===== config.mk =====
export PLATFORM = sky130hd
export DESIGN_NAME = tensor_header_json_parser
export DESIGN_NICKNAME = d
export VERILOG_FILES = /design/src/hw/rtl/thjp_pkg.sv /design/src/hw/rtl/tensor_header_json_parser.sv /design/src/hw/rtl/thjp_matcher.sv
export SDC_FILE = /design/constraint.sdc
export NUM_CORES = 2
export LEC_CHECK = 0
export BUFFER_PORTS_ARGS = -buffer_cell sky130_fd_sc_hd__buf_2
export CAP_MARGIN = 20
export CORE_MARGIN = 1
export CORE_UTILIZATION = 40
export CTS_CLUSTER_DIAMETER = 40
export CTS_CLUSTER_SIZE = 10
export DETAILED_ROUTE_END_ITERATION = 8
export PLACE_DENSITY_LB_ADDON = 0.2
export SKIP_CTS_REPAIR_TIMING = 1
export SLEW_MARGIN = 40
export SYNTH_ARGS = -nofsm -noshare
export SYNTH_HDL_FRONTEND = slang
export SYNTH_SLANG_ARGS = --single-unit

===== constraint.sdc =====
create_clock -name clk -period 62.4 [get_ports clk]
set_input_delay 12.48 -clock clk [delete_from_list [all_inputs] [get_ports clk]]
set_output_delay 12.48 -clock clk [all_outputs]
set_load 0.01 [all_outputs]

===== src/hw/rtl/thjp_pkg.sv =====
// shared types, constants and lookup functions for the tensor header parser
`default_nettype none
package thjp_pkg;

  localparam int unsigned MaxRank       = 8;
  localparam int unsigned MaxTensors    = 65536;
  localparam int unsigned SkipDepthBits = 16;
  localparam int unsigned TcntBits      = 17;

  typedef enum logic [4:0] {
    PH_START, PH_TOP_KEY_OR_END, PH_TOP_KEY, PH_TOP_COLON, PH_T_OPEN,
    PH_T_KEY_OR_END, PH_T_KEY, PH_T_COLON, PH_DTYPE_OPEN, PH_DTYPE_STR,
    PH_SHAPE_OPEN, PH_SHAPE_FIRST, PH_SHAPE_NUM, PH_SHAPE_SEP, PH_SHAPE_ELEM,
    PH_SHAPE_FULL, PH_OFF_OPEN, PH_OFF_A_PRE, PH_OFF_A, PH_OFF_COMMA,
    PH_OFF_B_PRE, PH_OFF_B, PH_OFF_CLOSE, PH_T_AFTER, PH_TOP_AFTER,
    PH_SKIP_START, PH_SKIP_SCALAR, PH_SKIP_STR, PH_SKIP_NEST, PH_SKIP_NEST_STR,
    PH_DONE, PH_ERR
  } phase_t;

  typedef enum logic [2:0] {
    K_NAME = 3'd0, K_META = 3'd1, K_DIM = 3'd2, K_REC = 3'd3, K_DONE = 3'd4,
    K_ERR = 3'd5
  } kind_t;

  typedef enum logic [3:0] {
    E_NONE = 4'd0, E_NOT_OBJ = 4'd1, E_UNEXP = 4'd2, E_ESC = 4'd3, E_END = 4'd4,
    E_NO_DIGIT = 4'd5, E_RANK = 4'd6, E_MISSING = 4'd7, E_REVERSED = 4'd8,
    E_RANGE = 4'd9, E_DEPTH = 4'd10, E_TOO_MANY = 4'd11
  } err_t;

  localparam logic [3:0] DtypeUnknown = 4'd13;

  typedef struct packed {
    logic [2:0]  kind;
    logic [7:0]  name_byte;
    logic [15:0] tensor_index;
    logic [2:0]  dim_index;
    logic [63:0] dim_value;
    logic [3:0]  dtype_code;
    logic [3:0]  element_bytes;
    logic [3:0]  rank;
    logic [63:0] data_start;
    logic [63:0] data_bytes;
    logic [3:0]  error_code;
  } result_t;

  // key character at position p for key i, zero past the end
  function automatic logic [7:0] key_char(input logic [1:0] i, input logic [3:0] p);
    logic [95:0] s;
    logic [3:0]  n;
    begin
      case (i)
        2'd0: begin s = "__metadata__"; n = 4'd12; end
        2'd1: begin s = {56'd0, "dtype"}; n = 4'd5; end
        2'd2: begin s = {56'd0, "shape"}; n = 4'd5; end
        default: begin s = {"data_", "offsets"}; n = 4'd12; end
      endcase
      if (p >= n) key_char = 8'd0;
      else key_char = s[(n - p - 4'd1) * 8 +: 8];
    end
  endfunction

  function automatic logic [3:0] key_len(input logic [1:0] i);
    case (i)
      2'd0: key_len = 4'd12;
      2'd1: key_len = 4'd5;
      2'd2: key_len = 4'd5;
      default: key_len = 4'd12;
    endcase
  endfunction

  function automatic logic [7:0] dtype_char(input logic [3:0] i, input logic [2:0] p);
    logic [31:0] s;
    logic [2:0]  n;
    begin
      case (i)
        4'd0: begin s = {8'd0, "F64"}; n = 3'd3; end
        4'd1: begin s = {8'd0, "F32"}; n = 3'd3; end
        4'd2: begin s = {8'd0, "F16"}; n = 3'd3; end
        4'd3: begin s = "BF16"; n = 3'd4; end
        4'd4: begin s = {8'd0, "I64"}; n = 3'd3; end
        4'd5: begin s = {8'd0, "I32"}; n = 3'd3; end
        4'd6: begin s = {8'd0, "I16"}; n = 3'd3; end
        4'd7: begin s = {16'd0, "I8"}; n = 3'd2; end
        4'd8: begin s = {8'd0, "U64"}; n = 3'd3; end
        4'd9: begin s = {8'd0, "U32"}; n = 3'd3; end
        4'd10: begin s = {8'd0, "U16"}; n = 3'd3; end
        4'd11: begin s = {16'd0, "U8"}; n = 3'd2; end
        default: begin s = "BOOL"; n = 3'd4; end
      endcase
      if (p >= n) dtype_char = 8'd0;
      else dtype_char = s[(n - p - 3'd1) * 8 +: 8];
    end
  endfunction

  function automatic logic [2:0] dtype_len(input logic [3:0] i);
    case (i)
      4'd3, 4'd12: dtype_len = 3'd4;
      4'd7, 4'd11: dtype_len = 3'd2;
      default:     dtype_len = 3'd3;
    endcase
  endfunction

  function automatic logic [3:0] dtype_size(input logic [3:0] i);
    case (i)
      4'd0, 4'd4, 4'd8:         dtype_size = 4'd8;
      4'd1, 4'd5, 4'd9:         dtype_size = 4'd4;
      4'd2, 4'd3, 4'd6, 4'd10:  dtype_size = 4'd2;
      4'd7, 4'd11, 4'd12:       dtype_size = 4'd1;
      default:                  dtype_size = 4'd0;
    endcase
  endfunction

endpackage
`default_nettype wire


===== src/hw/rtl/tensor_header_json_parser.sv =====
// top level: byte-serial safetensors header parser with output register
// A result is registered and appears the cycle after its byte is accepted.
// Throughput: one byte per cycle unless out_ready stalls, each in a single
//   pass via phase logic, 64-bit times-ten accumulator and offset compares.
// Reset (rst_n low, synchronous): parser waits for the opening brace, the
//   region size register clears, and the output register empties.
`default_nettype none
module tensor_header_json_parser import thjp_pkg::*; (
  input  wire logic        clk,
  input  wire logic        rst_n,
  input  wire logic        cfg_we,
  input  wire logic [63:0] cfg_wdata,
  input  wire logic        in_valid,
  output logic             in_ready,
  input  wire logic [7:0]  in_header_byte,
  input  wire logic        in_first_byte,
  input  wire logic        in_last_byte,
  output logic             out_valid,
  input  wire logic        out_ready,
  output logic [2:0]       out_kind,
  output logic [7:0]       out_name_byte,
  output logic [15:0]      out_tensor_index,
  output logic [2:0]       out_dim_index,
  output logic [63:0]      out_dim_value,
  output logic [3:0]       out_dtype_code,
  output logic [3:0]       out_element_bytes,
  output logic [3:0]       out_rank,
  output logic [63:0]      out_data_start,
  output logic [63:0]      out_data_bytes,
  output logic [3:0]       out_error_code
);
  phase_t ph_r, ph_nxt, ret_r, ret_nxt;
  logic [3:0]  kf_r, kf_nxt, kp_r, kp_nxt;
  logic [12:0] df_r, df_nxt;
  logic [2:0]  dp_r, dp_nxt;
  logic [63:0] acc_r, acc_nxt, st_r, st_nxt, en_r, en_nxt, region_r;
  logic [3:0]  dt_r, dt_nxt, rk_r, rk_nxt;
  logic [2:0]  seen_r, seen_nxt;
  logic [SkipDepthBits-1:0] dep_r, dep_nxt;
  logic        bk_r, bk_nxt;
  logic [TcntBits-1:0] tc_r, tc_nxt;
  result_t res, out_r;
  logic        rv, ov_r;
  logic        take;

  // matcher inputs follow the cleared state on a first byte
  logic [3:0]  m_kf, m_kp, kf_fed, kp_fed, khit, dcode;
  logic [12:0] m_df, df_fed;
  logic [2:0]  m_dp, dp_fed;

  assign in_ready = !ov_r || out_ready;
  assign take = in_valid && in_ready;

  assign m_kf = in_first_byte ? 4'hF : kf_r;
  assign m_kp = in_first_byte ? 4'd0 : kp_r;
  assign m_df = in_first_byte ? 13'h1FFF : df_r;
  assign m_dp = in_first_byte ? 3'd0 : dp_r;

  thjp_matcher u_match (
    .c(in_header_byte), .key_flags(m_kf), .key_pos(m_kp), .dt_flags(m_df),
    .dt_pos(m_dp), .key_flags_fed(kf_fed), .key_pos_fed(kp_fed), .key_hit(khit),
    .dt_flags_fed(df_fed), .dt_pos_fed(dp_fed), .dt_code(dcode)
  );

  // per-byte parse step
  always_comb begin
    logic [7:0]  c;
    logic        ws, dig, redo;
    logic [63:0] dval, acc10;
    phase_t      p;
    c = in_header_byte;
    ph_nxt = ph_r; ret_nxt = ret_r; kf_nxt = kf_r; kp_nxt = kp_r;
    df_nxt = df_r; dp_nxt = dp_r; acc_nxt = acc_r; st_nxt = st_r; en_nxt = en_r;
    dt_nxt = dt_r; rk_nxt = rk_r; seen_nxt = seen_r; dep_nxt = dep_r;
    bk_nxt = bk_r; tc_nxt = tc_r;
    if (in_first_byte) begin
      ph_nxt = PH_START; ret_nxt = PH_TOP_AFTER; kf_nxt = 4'hF; kp_nxt = '0;
      df_nxt = 13'h1FFF; dp_nxt = '0; acc_nxt = '0; st_nxt = '0; en_nxt = '0;
      dt_nxt = '0; rk_nxt = '0; seen_nxt = '0; dep_nxt = '0; bk_nxt = 1'b0;
      tc_nxt = '0;
    end
    res = '0; rv = 1'b0; redo = 1'b0;
    ws = (c == 8'h20) || (c == 8'h09) || (c == 8'h0A) || (c == 8'h0D);
    dig = (c >= "0") && (c <= "9");
    dval = {60'd0, 4'(c - "0")};
    acc10 = (acc_nxt << 3) + (acc_nxt << 1) + dval;
    p = ph_nxt;

    // number and skip end phases first hand the byte on to the following phase
    case (p)
      PH_SHAPE_NUM: begin
        if (dig) acc_nxt = acc10;
        else begin
          rv = 1'b1; res.kind = K_DIM; res.tensor_index = tc_nxt[15:0];
          res.dim_index = rk_nxt[2:0]; res.dim_value = acc_nxt;
          rk_nxt = rk_nxt + 4'd1; p = PH_SHAPE_SEP; redo = 1'b1;
        end
      end
      PH_OFF_A: begin
        if (dig) acc_nxt = acc10;
        else begin st_nxt = acc_nxt; p = PH_OFF_COMMA; redo = 1'b1; end
      end
      PH_OFF_B: begin
        if (dig) acc_nxt = acc10;
        else begin en_nxt = acc_nxt; p = PH_OFF_CLOSE; redo = 1'b1; end
      end
      PH_SKIP_SCALAR: begin
        if (c == "," || c == "]" || c == "}" || ws) begin p = ret_nxt; redo = 1'b1; end
      end
      PH_SKIP_START: begin
        if (c == "," || c == "]" || c == "}") begin p = ret_nxt; redo = 1'b1; end
      end
      default: ;
    endcase
    ph_nxt = p;

    if (redo || (p != PH_SHAPE_NUM && p != PH_OFF_A && p != PH_OFF_B &&
                 p != PH_SKIP_SCALAR)) begin
      case (p)
        PH_START: if (!ws) begin
          if (c == "{") ph_nxt = PH_TOP_KEY_OR_END;
          else begin rv = 1'b1; res = '0; res.kind = K_ERR; res.error_code = E_NOT_OBJ; ph_nxt = PH_ERR; end
        end
        PH_TOP_KEY_OR_END, PH_TOP_AFTER: if (!ws) begin
          if (c == "}") begin rv = 1'b1; res.kind = K_DONE; ph_nxt = PH_DONE; end
          else if (c == "," && p == PH_TOP_AFTER) ph_nxt = PH_TOP_KEY_OR_END;
          else if (c == "\"" && p == PH_TOP_KEY_OR_END) begin
            kf_nxt = 4'h1; kp_nxt = '0; ph_nxt = PH_TOP_KEY;
          end else begin rv = 1'b1; res = '0; res.kind = K_ERR; res.error_code = E_UNEXP; ph_nxt = PH_ERR; end
        end
        PH_TOP_KEY: begin
          if (c == "\"") begin
            if (khit[0]) begin rv = 1'b1; res.kind = K_META; res.tensor_index = tc_nxt[15:0]; end
            ph_nxt = PH_TOP_COLON;
          end else if (c == "\\") begin
            rv = 1'b1; res = '0; res.kind = K_ERR; res.error_code = E_ESC; ph_nxt = PH_ERR;
          end else begin
            kf_nxt = kf_fed; kp_nxt = kp_fed; rv = 1'b1; res.kind = K_NAME;
            res.name_byte = c; res.tensor_index = tc_nxt[15:0];
          end
        end
        PH_TOP_COLON: if (!ws) begin
          if (c != ":") begin rv = 1'b1; res.kind = K_ERR; res.error_code = E_UNEXP; ph_nxt = PH_ERR; end
          else if (khit[0]) begin ret_nxt = PH_TOP_AFTER; ph_nxt = PH_SKIP_START; end
          else if (tc_nxt >= TcntBits'(MaxTensors)) begin
            rv = 1'b1; res.kind = K_ERR; res.error_code = E_TOO_MANY; ph_nxt = PH_ERR;
          end else begin
            seen_nxt = '0; dt_nxt = '0; rk_nxt = '0; st_nxt = '0; en_nxt = '0;
            ph_nxt = PH_T_OPEN;
          end
        end
        PH_T_OPEN: if (!ws) begin
          if (c == "{") ph_nxt = PH_T_KEY_OR_END;
          else begin rv = 1'b1; res.kind = K_ERR; res.error_code = E_UNEXP; ph_nxt = PH_ERR; end
        end
        PH_T_KEY_OR_END, PH_T_AFTER: if (!ws) begin
          if (c == "}") begin
            rv = 1'b1;
            if (seen_nxt != 3'd7) begin res.kind = K_ERR; res.error_code = E_MISSING; ph_nxt = PH_ERR; end
            else if (en_nxt < st_nxt) begin res.kind = K_ERR; res.error_code = E_REVERSED; ph_nxt = PH_ERR; end
            else if (en_nxt > region_r) begin res.kind = K_ERR; res.error_code = E_RANGE; ph_nxt = PH_ERR; end
            else begin
              res.kind = K_REC; res.tensor_index = tc_nxt[15:0]; res.dtype_code = dt_nxt;
              res.element_bytes = dtype_size(dt_nxt); res.rank = rk_nxt;
              res.data_start = st_nxt; res.data_bytes = en_nxt - st_nxt;
              tc_nxt = tc_nxt + 1'b1; ph_nxt = PH_TOP_AFTER;
            end
          end else if (c == "," && p == PH_T_AFTER) ph_nxt = PH_T_KEY_OR_END;
          else if (c == "\"" && p == PH_T_KEY_OR_END) begin
            kf_nxt = 4'hE; kp_nxt = '0; ph_nxt = PH_T_KEY;
          end else begin rv = 1'b1; res = '0; res.kind = K_ERR; res.error_code = E_UNEXP; ph_nxt = PH_ERR; end
        end
        PH_T_KEY: begin
          if (c == "\"") ph_nxt = PH_T_COLON;
          else if (c == "\\") begin rv = 1'b1; res.kind = K_ERR; res.error_code = E_ESC; ph_nxt = PH_ERR; end
          else begin kf_nxt = kf_fed; kp_nxt = kp_fed; end
        end
        PH_T_COLON: if (!ws) begin
          if (c != ":") begin rv = 1'b1; res.kind = K_ERR; res.error_code = E_UNEXP; ph_nxt = PH_ERR; end
          else if (khit[1]) ph_nxt = PH_DTYPE_OPEN;
          else if (khit[2]) ph_nxt = PH_SHAPE_OPEN;
          else if (khit[3]) ph_nxt = PH_OFF_OPEN;
          else begin ret_nxt = PH_T_AFTER; ph_nxt = PH_SKIP_START; end
        end
        PH_DTYPE_OPEN: if (!ws) begin
          if (c == "\"") begin df_nxt = 13'h1FFF; dp_nxt = '0; ph_nxt = PH_DTYPE_STR; end
          else begin rv = 1'b1; res.kind = K_ERR; res.error_code = E_UNEXP; ph_nxt = PH_ERR; end
        end
        PH_DTYPE_STR: begin
          if (c == "\"") begin dt_nxt = dcode; seen_nxt[0] = 1'b1; ph_nxt = PH_T_AFTER; end
          else if (c == "\\") begin rv = 1'b1; res.kind = K_ERR; res.error_code = E_ESC; ph_nxt = PH_ERR; end
          else begin df_nxt = df_fed; dp_nxt = dp_fed; end
        end
        PH_SHAPE_OPEN: if (!ws) begin
          if (c == "[") begin rk_nxt = '0; ph_nxt = PH_SHAPE_FIRST; end
          else begin rv = 1'b1; res.kind = K_ERR; res.error_code = E_UNEXP; ph_nxt = PH_ERR; end
        end
        PH_SHAPE_FIRST, PH_SHAPE_ELEM, PH_OFF_A_PRE, PH_OFF_B_PRE: if (!ws) begin
          if (c == "]" && p == PH_SHAPE_FIRST) begin seen_nxt[1] = 1'b1; ph_nxt = PH_T_AFTER; end
          else if (dig) begin
            acc_nxt = dval;
            ph_nxt = (p == PH_OFF_A_PRE) ? PH_OFF_A : (p == PH_OFF_B_PRE) ? PH_OFF_B : PH_SHAPE_NUM;
          end else begin rv = 1'b1; res = '0; res.kind = K_ERR; res.error_code = E_NO_DIGIT; ph_nxt = PH_ERR; end
        end
        PH_SHAPE_SEP: if (!ws) begin
          if (c == ",") ph_nxt = (rk_nxt >= 4'(MaxRank)) ? PH_SHAPE_FULL : PH_SHAPE_ELEM;
          else if (c == "]") begin seen_nxt[1] = 1'b1; ph_nxt = PH_T_AFTER; end
          else begin rv = 1'b1; res = '0; res.kind = K_ERR; res.error_code = E_UNEXP; ph_nxt = PH_ERR; end
        end
        PH_SHAPE_FULL: begin rv = 1'b1; res.kind = K_ERR; res.error_code = E_RANK; ph_nxt = PH_ERR; end
        PH_OFF_OPEN: if (!ws) begin
          if (c == "[") ph_nxt = PH_OFF_A_PRE;
          else begin rv = 1'b1; res.kind = K_ERR; res.error_code = E_UNEXP; ph_nxt = PH_ERR; end
        end
        PH_OFF_COMMA: if (!ws) begin
          if (c == ",") ph_nxt = PH_OFF_B_PRE;
          else begin rv = 1'b1; res.kind = K_ERR; res.error_code = E_UNEXP; ph_nxt = PH_ERR; end
        end
        PH_OFF_CLOSE: if (!ws) begin
          if (c == "]") begin seen_nxt[2] = 1'b1; ph_nxt = PH_T_AFTER; end
          else begin rv = 1'b1; res.kind = K_ERR; res.error_code = E_UNEXP; ph_nxt = PH_ERR; end
        end
        PH_SKIP_START: if (!ws) begin
          if (c == "{" || c == "[") begin
            bk_nxt = (c == "["); dep_nxt = SkipDepthBits'(1); ph_nxt = PH_SKIP_NEST;
          end else if (c == "\"") ph_nxt = PH_SKIP_STR;
          else ph_nxt = PH_SKIP_SCALAR;
        end
        PH_SKIP_STR: begin
          if (c == "\"") ph_nxt = ret_nxt;
          else if (c == "\\") begin rv = 1'b1; res.kind = K_ERR; res.error_code = E_ESC; ph_nxt = PH_ERR; end
        end
        PH_SKIP_NEST: begin
          if (c == "\"") ph_nxt = PH_SKIP_NEST_STR;
          else if (c == (bk_nxt ? "[" : "{")) begin
            if (&dep_nxt) begin rv = 1'b1; res.kind = K_ERR; res.error_code = E_DEPTH; ph_nxt = PH_ERR; end
            else dep_nxt = dep_nxt + 1'b1;
          end else if (c == (bk_nxt ? "]" : "}")) begin
            dep_nxt = dep_nxt - 1'b1;
            if (dep_nxt == '0) ph_nxt = ret_nxt;
          end
        end
        PH_SKIP_NEST_STR: begin
          if (c == "\"") ph_nxt = PH_SKIP_NEST;
          else if (c == "\\") begin rv = 1'b1; res.kind = K_ERR; res.error_code = E_ESC; ph_nxt = PH_ERR; end
        end
        default: ;
      endcase
    end

    // end of input while still parsing
    if (in_last_byte && ph_nxt != PH_DONE && ph_nxt != PH_ERR) begin
      rv = 1'b1; res = '0; res.kind = K_ERR; res.error_code = E_END; ph_nxt = PH_ERR;
    end
  end

  // parser state registers
  always_ff @(posedge clk) begin
    if (!rst_n) begin
      ph_r <= PH_START; ret_r <= PH_TOP_AFTER; kf_r <= 4'hF; kp_r <= '0;
      df_r <= 13'h1FFF; dp_r <= '0; acc_r <= '0; st_r <= '0; en_r <= '0;
      dt_r <= '0; rk_r <= '0; seen_r <= '0; dep_r <= '0; bk_r <= 1'b0; tc_r <= '0;
      region_r <= '0; ov_r <= 1'b0;
    end else begin
      if (cfg_we) region_r <= cfg_wdata;
      if (take) begin
        ph_r <= ph_nxt; ret_r <= ret_nxt; kf_r <= kf_nxt; kp_r <= kp_nxt;
        df_r <= df_nxt; dp_r <= dp_nxt; acc_r <= acc_nxt; st_r <= st_nxt;
        en_r <= en_nxt; dt_r <= dt_nxt; rk_r <= rk_nxt; seen_r <= seen_nxt;
        dep_r <= dep_nxt; bk_r <= bk_nxt; tc_r <= tc_nxt;
      end
      if (take) ov_r <= rv;
      else if (out_ready) ov_r <= 1'b0;
    end
  end

  // result register
  always_ff @(posedge clk) begin
    if (take && rv) out_r <= res;
  end

  assign out_valid = ov_r;
  assign out_kind = out_r.kind;
  assign out_name_byte = out_r.name_byte;
  assign out_tensor_index = out_r.tensor_index;
  assign out_dim_index = out_r.dim_index;
  assign out_dim_value = out_r.dim_value;
  assign out_dtype_code = out_r.dtype_code;
  assign out_element_bytes = out_r.element_bytes;
  assign out_rank = out_r.rank;
  assign out_data_start = out_r.data_start;
  assign out_data_bytes = out_r.data_bytes;
  assign out_error_code = out_r.error_code;
endmodule
`default_nettype wire


===== src/hw/rtl/thjp_matcher.sv =====
// key and dtype string matchers: candidate flags narrowed one character at a time
`default_nettype none
module thjp_matcher import thjp_pkg::*; (
  input  wire logic [7:0]  c,
  input  wire logic [3:0]  key_flags,
  input  wire logic [3:0]  key_pos,
  input  wire logic [12:0] dt_flags,
  input  wire logic [2:0]  dt_pos,
  output logic [3:0]  key_flags_fed,
  output logic [3:0]  key_pos_fed,
  output logic [3:0]  key_hit,
  output logic [12:0] dt_flags_fed,
  output logic [2:0]  dt_pos_fed,
  output logic [3:0]  dt_code
);
  // key candidates
  always_comb begin
    for (int i = 0; i < 4; i++) begin
      key_flags_fed[i] = key_flags[i] && (key_pos < key_len(2'(i))) &&
                         (c == key_char(2'(i), key_pos));
      key_hit[i] = key_flags[i] && (key_pos == key_len(2'(i)));
    end
    key_pos_fed = (key_pos != 4'd15) ? key_pos + 4'd1 : key_pos;
  end

  // dtype candidates and resolve
  always_comb begin
    dt_code = DtypeUnknown;
    for (int i = 0; i < 13; i++) begin
      dt_flags_fed[i] = dt_flags[i] && (dt_pos < dtype_len(4'(i))) &&
                        (c == dtype_char(4'(i), dt_pos));
    end
    for (int i = 12; i >= 0; i--) begin
      if (dt_flags[i] && dt_pos == dtype_len(4'(i))) dt_code = 4'(i);
    end
    dt_pos_fed = (dt_pos != 3'd7) ? dt_pos + 3'd1 : dt_pos;
  end
endmodule
`default_nettype wire


# After elaboration in Yosys (flattened, before gate mapping)
# Memory sizes are Yosys's and may differ from the RTL's.
# Cells that the tools add are included.
# W data, S select, Z words.
# word_totals
mem_bits_ro	64
memories	1
elab_cells	618
inputBits	79
ff_bits	574
# memory_table
memory	depth	width	rd	rd_ports_with_merged_regs	wr	line	rtl
(name not given)	16	4	1	0	0	thjp_pkg.sv:105	case (i)
# op_classes
mux	372
n_eq_ne	75
order_cmp	16
n_bitwise	1
add_sub_neg	20
shift	17
reduce_logical	87
# op_table
cell	n
$mux W238	15
$mux W64	26
$pmux W231 S6	1
$shiftx A32 B33 Y8 const A	13
$mux W211	2
$mux W140	3
$shiftx A96 B33 Y8 const A	4
$mux W5	64
$mux W4	65
$mux W235	1
$mux W16	14
$mux W83	2
$mux W8	19
$mux W3	49
$sub A29 B1 Y29 const B	5
$mux W144	1
$eq A8 B8 Y1	17
$mux W17	8
$pmux W5 S21	1
$mux W13	6
$eq A5 B5 Y1 const B	15
$mux W67	1
$add A64 B4 Y64	1
$add A64 B64 Y64	1
68 further kinds	254

# Depth between registers and ports, before layout
# depth
ltp_word	20
ltp_mapped	26
ltp_nobuf	18

# Hierarchy
# Synthesis repeated with hierarchy kept, for this count alone.
# hier_totals
cells_unflattened	4792
area_unflattened_um2	39669.3
# modules_own_cells
module	n_inst	area_each_um2	cells_each
tensor_header_json_parser	1	37240.7	4409
thjp_matcher	1	2428.6	383

# Worst setup path before layout
# Ideal clock, no wire load.
# synth_path
path_kind	input port to flip-flop
from	input in_first_byte
to	register out_r, in the netlist out_data_bytes[0], enable pin
setup_ns	0.965
t_arrival_ns	30.139
n_path_buf	8
path_slack_ns	31.295
path_stages	22
path_cell_list	buf_2 > buf_2 > clkbuf_1 > clkbuf_1 > clkbuf_1 > clkbuf_1 > clkbuf_1 > clkbuf_1 > a21oi_1 > ha_1 > and2_1 > nand3_1 > nor4_1 > nor2b_1 > nand3_1 > a211oi_1 > o2bb2ai_1 > o21ai_0 > a41oi_1 > a2111oi_0 > o41ai_1 > a41oi_1
# synth_via
elab_chain_len	16
elab_cells_between_ends	189
# synth_lines
element	line	rtl
from (decl)	tensor_header_json_parser.sv:16	input wire logic in_first_byte,
$mux W5 or $mux W64 (tied branches)	tensor_header_json_parser.sv:76	if (in_first_byte) begin
$eq A5 B5 Y1, or another cell as far along	tensor_header_json_parser.sv:90	case (p)
$mux W64 or $pmux W5 S5 (tied branches)	tensor_header_json_parser.sv:90	
$gt A64 B64 Y1, or another cell as far along	tensor_header_json_parser.sv:161	else if (en_nxt > region_r) begin res.kind = K_ERR; res.error_code = E_RANGE; ph_nxt = PH_ERR; end
$mux W3, or another cell as far along	tensor_header_json_parser.sv:161	
$mux W3, or another cell as far along	tensor_header_json_parser.sv:160	else if (en_nxt < st_nxt) begin res.kind = K_ERR; res.error_code = E_REVERSED; ph_nxt = PH_ERR; end
$mux W3, or another cell as far along	tensor_header_json_parser.sv:159	if (seen_nxt != 3'd7) begin res.kind = K_ERR; res.error_code = E_MISSING; ph_nxt = PH_ERR; end
$mux W5 (on tied branches)	tensor_header_json_parser.sv:157, tensor_header_json_parser.sv:125, tensor_header_json_parser.sv:199	
$mux W5 (on tied branches)	tensor_header_json_parser.sv:156, tensor_header_json_parser.sv:124, tensor_header_json_parser.sv:198	
$pmux W5 S21	tensor_header_json_parser.sv:119	case (p)
$mux W5	tensor_header_json_parser.sv:117	if (redo || (p != PH_SHAPE_NUM && p != PH_OFF_A && p != PH_OFF_B &&
$ne A5 B5 Y1	tensor_header_json_parser.sv:252	if (in_last_byte && ph_nxt != PH_DONE && ph_nxt != PH_ERR) begin
$logic_and A1 B1 Y1 (2 in a row)	tensor_header_json_parser.sv:252	
$mux W1 *	tensor_header_json_parser.sv:252	
$logic_and A1 B1 Y1 *	tensor_header_json_parser.sv:279	if (take && rv) out_r <= res;
to (signal assigned)	tensor_header_json_parser.sv:279	
to (decl)	tensor_header_json_parser.sv:42	result_t res, out_r;
# Mark *: on every way between the ends. The rest lies on a longest branch, timed or not.
# A chain may end at the register's enable or synchronous reset.

# Worst setup path in the final report
# layout_path
from	input out_ready
to	output in_ready
# layout_via
elab_chain_len	1
# layout_lines
element	line	rtl
from (decl)	tensor_header_json_parser.sv:19	input wire logic out_ready,
$logic_or A1 B1 Y1	tensor_header_json_parser.sv:51	assign in_ready = !ov_r || out_ready;
to (decl)	tensor_header_json_parser.sv:14	output logic in_ready,
# No other way between the ends.

==> results by group <==
Status
  – Status: finished clean

Timing
  – Rel. slew slack: 0.3975
  – Finish-stage setup viols: 0
  – Max-slew violation count: 0
  – PnR worst setup slack: 36.97 ns
  – Fin crit share: 0.4075
  – RSZ-0062 raised after global routing: false
  – Total Neg Setup Slack: 0 ns
  – Final Hold Fails: 0
  – Skew final: 0.03933 ns
  – Min cycle time layout: 25.43 ns
  – F_max: 0.03933 GHz
  – Worst-Margin Slew: 0.9020 ns

Synth
  – Cell accounting for the most synthesized area: edfxtp_1
  – YS warnings: 0
  – Mapped cell area: 39900 um2
  – Seq/Total Area, Yosys: 0.3477
  – Yosys cell types: 101
  – Avg Inst Size Synth: 8.402 um2
  – Flops & latches, synth: 574
  – Largest cells by area after synthesis: edfxtp_1 18%, dfxtp_1 17%, ha_1 8.6%
  – Post-synth top flop: dfxtp_1
  – Synth top area share: 0.1791
  – Synth Instances: 4749
  – Syn Nets: 5105
  – EDFF count, synth: 238
  – Synth async-reset ratio: 0

Placement
  – IO Port Bufs: 318
  – Pre-CTS setup slack: 36.97 ns
  – Final HPWL DP: 103200 um
  – Gpl congestion: 1.010

Power
  – Max VDD drop: 18.37 uV
  – Combinational share of power: 0.118
  – Pwr Total: 1.174 mW
  – Psw: 0.3324 mW
  – Sequential share of power: 0.363
  – Pleak: 18.73 nW
  – Clock power frac: 0.519
  – P per Cell Area: 25.31 nW/um2
  – Fraction of power spent switching nets: 0.2832
  – P_int: 0.8414 mW

Clock tree
  – # clock sinks: 574
  – H-tree depth: 3
  – Root Driver: clkbuf_16
  – CTS tree: done
  – Longest Clk Path Bufs: 3
  – Worst skew pair latency: 0.71 ns
  – Clk pin slew, worst setup/hold paths: 0.05 ns
  – CTS buffer count: 107

Drt
  – Residual DRC count: 0
  – First DRT Iteration DRCs: 3134
  – Routed Antenna Nets: 0
  – DR pass1 iterations: 5
  – Total Wirelength: 146800 um
  – Wire per inst: 23.26 um
  – Vias per cell: 5.912
  – Total number of vias: 37.32k

Global routing
  – Largest net degree at the start of global routing: 132
  – All-Layer GR Usage: 0.2818
  – Vias in the first global route: 35.36k
  – Grt total ovfl: 0
  – Initial antenna violation count: 1
  – First-pass GRT wire length: 222200 um

Worst setup path
  – Worst Path Class, Setup: in -> out
  – Worst reg-to-reg path cell count: 22
  – Startpoint types: input port
  – Worst path required time: 49.92 ns
  – Crit Path Max Fanout: 4
  – CP endpoint kind: output port
  – CP arrival: 12.95 ns

Final layout
  – Synthesis-to-finish area growth: 16.22%
  – Diode count: 0
  – Final nets: 5287
  – Layout cells sized above 1: 0.1425

Flow run
  – # Max-Cap Violations: 0

Hold path
  – Hold Crit Class: reg -> reg
  – Hold Path Cell Cnt: 1

Die
  – Core area: 98560 um2
  – Ports: 319
  – Chip Height: 317.8 um
  – FP Rows: 115
  – Initial core utilization: 0.4048
  – Die X: 317.8 um
  – Die Area: 101000 um2
-- path summary, 6_finish.rpt --
| path | from | endpoint | slack, ns |
|---|---|---|---|
| setup / recovery | out_ready | in_ready | 36.97 |
| hold / removal | ret_r[4]$_SDFFE_PN1P_ | ret_r[4]$_SDFFE_PN1P_ | 0.45 |
| setup reg to reg | ph_r[4]$_SDFFE_PN0P_ | out_dim_value[24]$_SDFFCE_PP0P_ | 52.64 |
| hold reg to reg | ret_r[4]$_SDFFE_PN1P_ | ret_r[4]$_SDFFE_PN1P_ | 0.45 |
-- area by class of cell --
type                    instances  area (um2)
well taps                    1287        1610
multi-input cells            3702       24270
clock inverters                79       965.9
clock buffers                 124        2823
inverters                     155       584.3
flip-flops and latches        574       13870
repair buffers                391        2242
fillers                      9621       52190
-- worst max-delay path, stage by stage --
cell      delay, ns
buf_2          0.09
nand2b_1       0.20
buf_2          0.17
-- synthesized netlist by cell type, types with 39 or more instances --
cell and n:
nand2_1 555, a21oi_1 343, dfxtp_1 336, o21ai_0 291, ha_1 274, nor2b_1 268, clkbuf_1 262, edfxtp_1 238
nor3_1 235, nor2_1 219, inv_1 151, nand3_1 118, a22oi_1 112, and2_1 103, a21o_1 98, xnor2_1 91
nor3b_1 80, nand4_1 76, mux2i_1 70, xor2_1 67, mux2_2 63, and3_1 48, o21bai_1 39
-- cell families (layout without fill, tap and decap cells) --
group / count (synthesis) / after routing / share of synthesized area
adders and majority gates: 278 / 278 / 0.08768
muxes: 133 / 133 / 0.03534
xor gates and xnor gates: 158 / 158 / 0.03468
and+or+nand+nor: 1859 / 1859 / 0.2391
DFF: 574 / 574 / 0.3477
AOI/OAI and AO/OA: 1274 / 1274 / 0.2067
buffers and inverters: 473 / 749 / 0.04883
-- through the flow --
step	instances	hold slack [ns]	utilization	cell area, um2
global placement	6105	0.4319	0.4303	42410
floorplan	4749	0.4158	-	39900
CTS	6309	0.4476	0.4695	46280
global route	6312	0.4608	0.4705	46370
detailed placement	6106	0.4354	0.4311	42490
finish	6312	0.4459	0.4705	46370
-- routing by layer --
layer	wire, um	vias to the layer above	GRT usage
met5	0	-	0
met4	3805	0	0.08641
li1	-	17770	-
met2	67840	1232	0.4582
met1	66220	18110	0.3839
met3	8956	210	0.04184
-- placed cells by master, fill, tap and decap left out, drive strengths merged, types with 76 or more instances in the layout --
master	count
a21o	98
a21oi	344
a22oi	112
and2	104
buf	390
clkbuf	125
dfxtp	336
edfxtp	238
ha	274
inv	174
nand2	556
nand3	118
nand4	76
nor2	219
nor2b	268
nor3	237
nor3b	81
o21ai	295
xnor2	91
-- power by group through the flow --
stage          logic, mW  registers [mW]  clock network [mW]
6_report           0.138           0.427               0.609
5_1_grt            0.147           0.428               0.636
4_1_cts            0.137           0.427               0.618
3_5_place_dp       0.137           0.434                   0
2_1_floorplan     0.0746           0.452                   0
3_3_place_gp       0.136           0.434                   0
-- registers in the layout, indices dropped and copies added, names as in the netlist, 5 cells and up --
name,count
tc_r,17
out_name_byte,8
ph_r,5
out_data_start,64
st_r,64
out_data_bytes,64
out_tensor_index,16
dep_r,16
out_dim_value,64
ret_r,5
en_r,64
df_r,13
acc_r,64
region_r,64
Note: power is estimated with default switching activity, not from simulation.
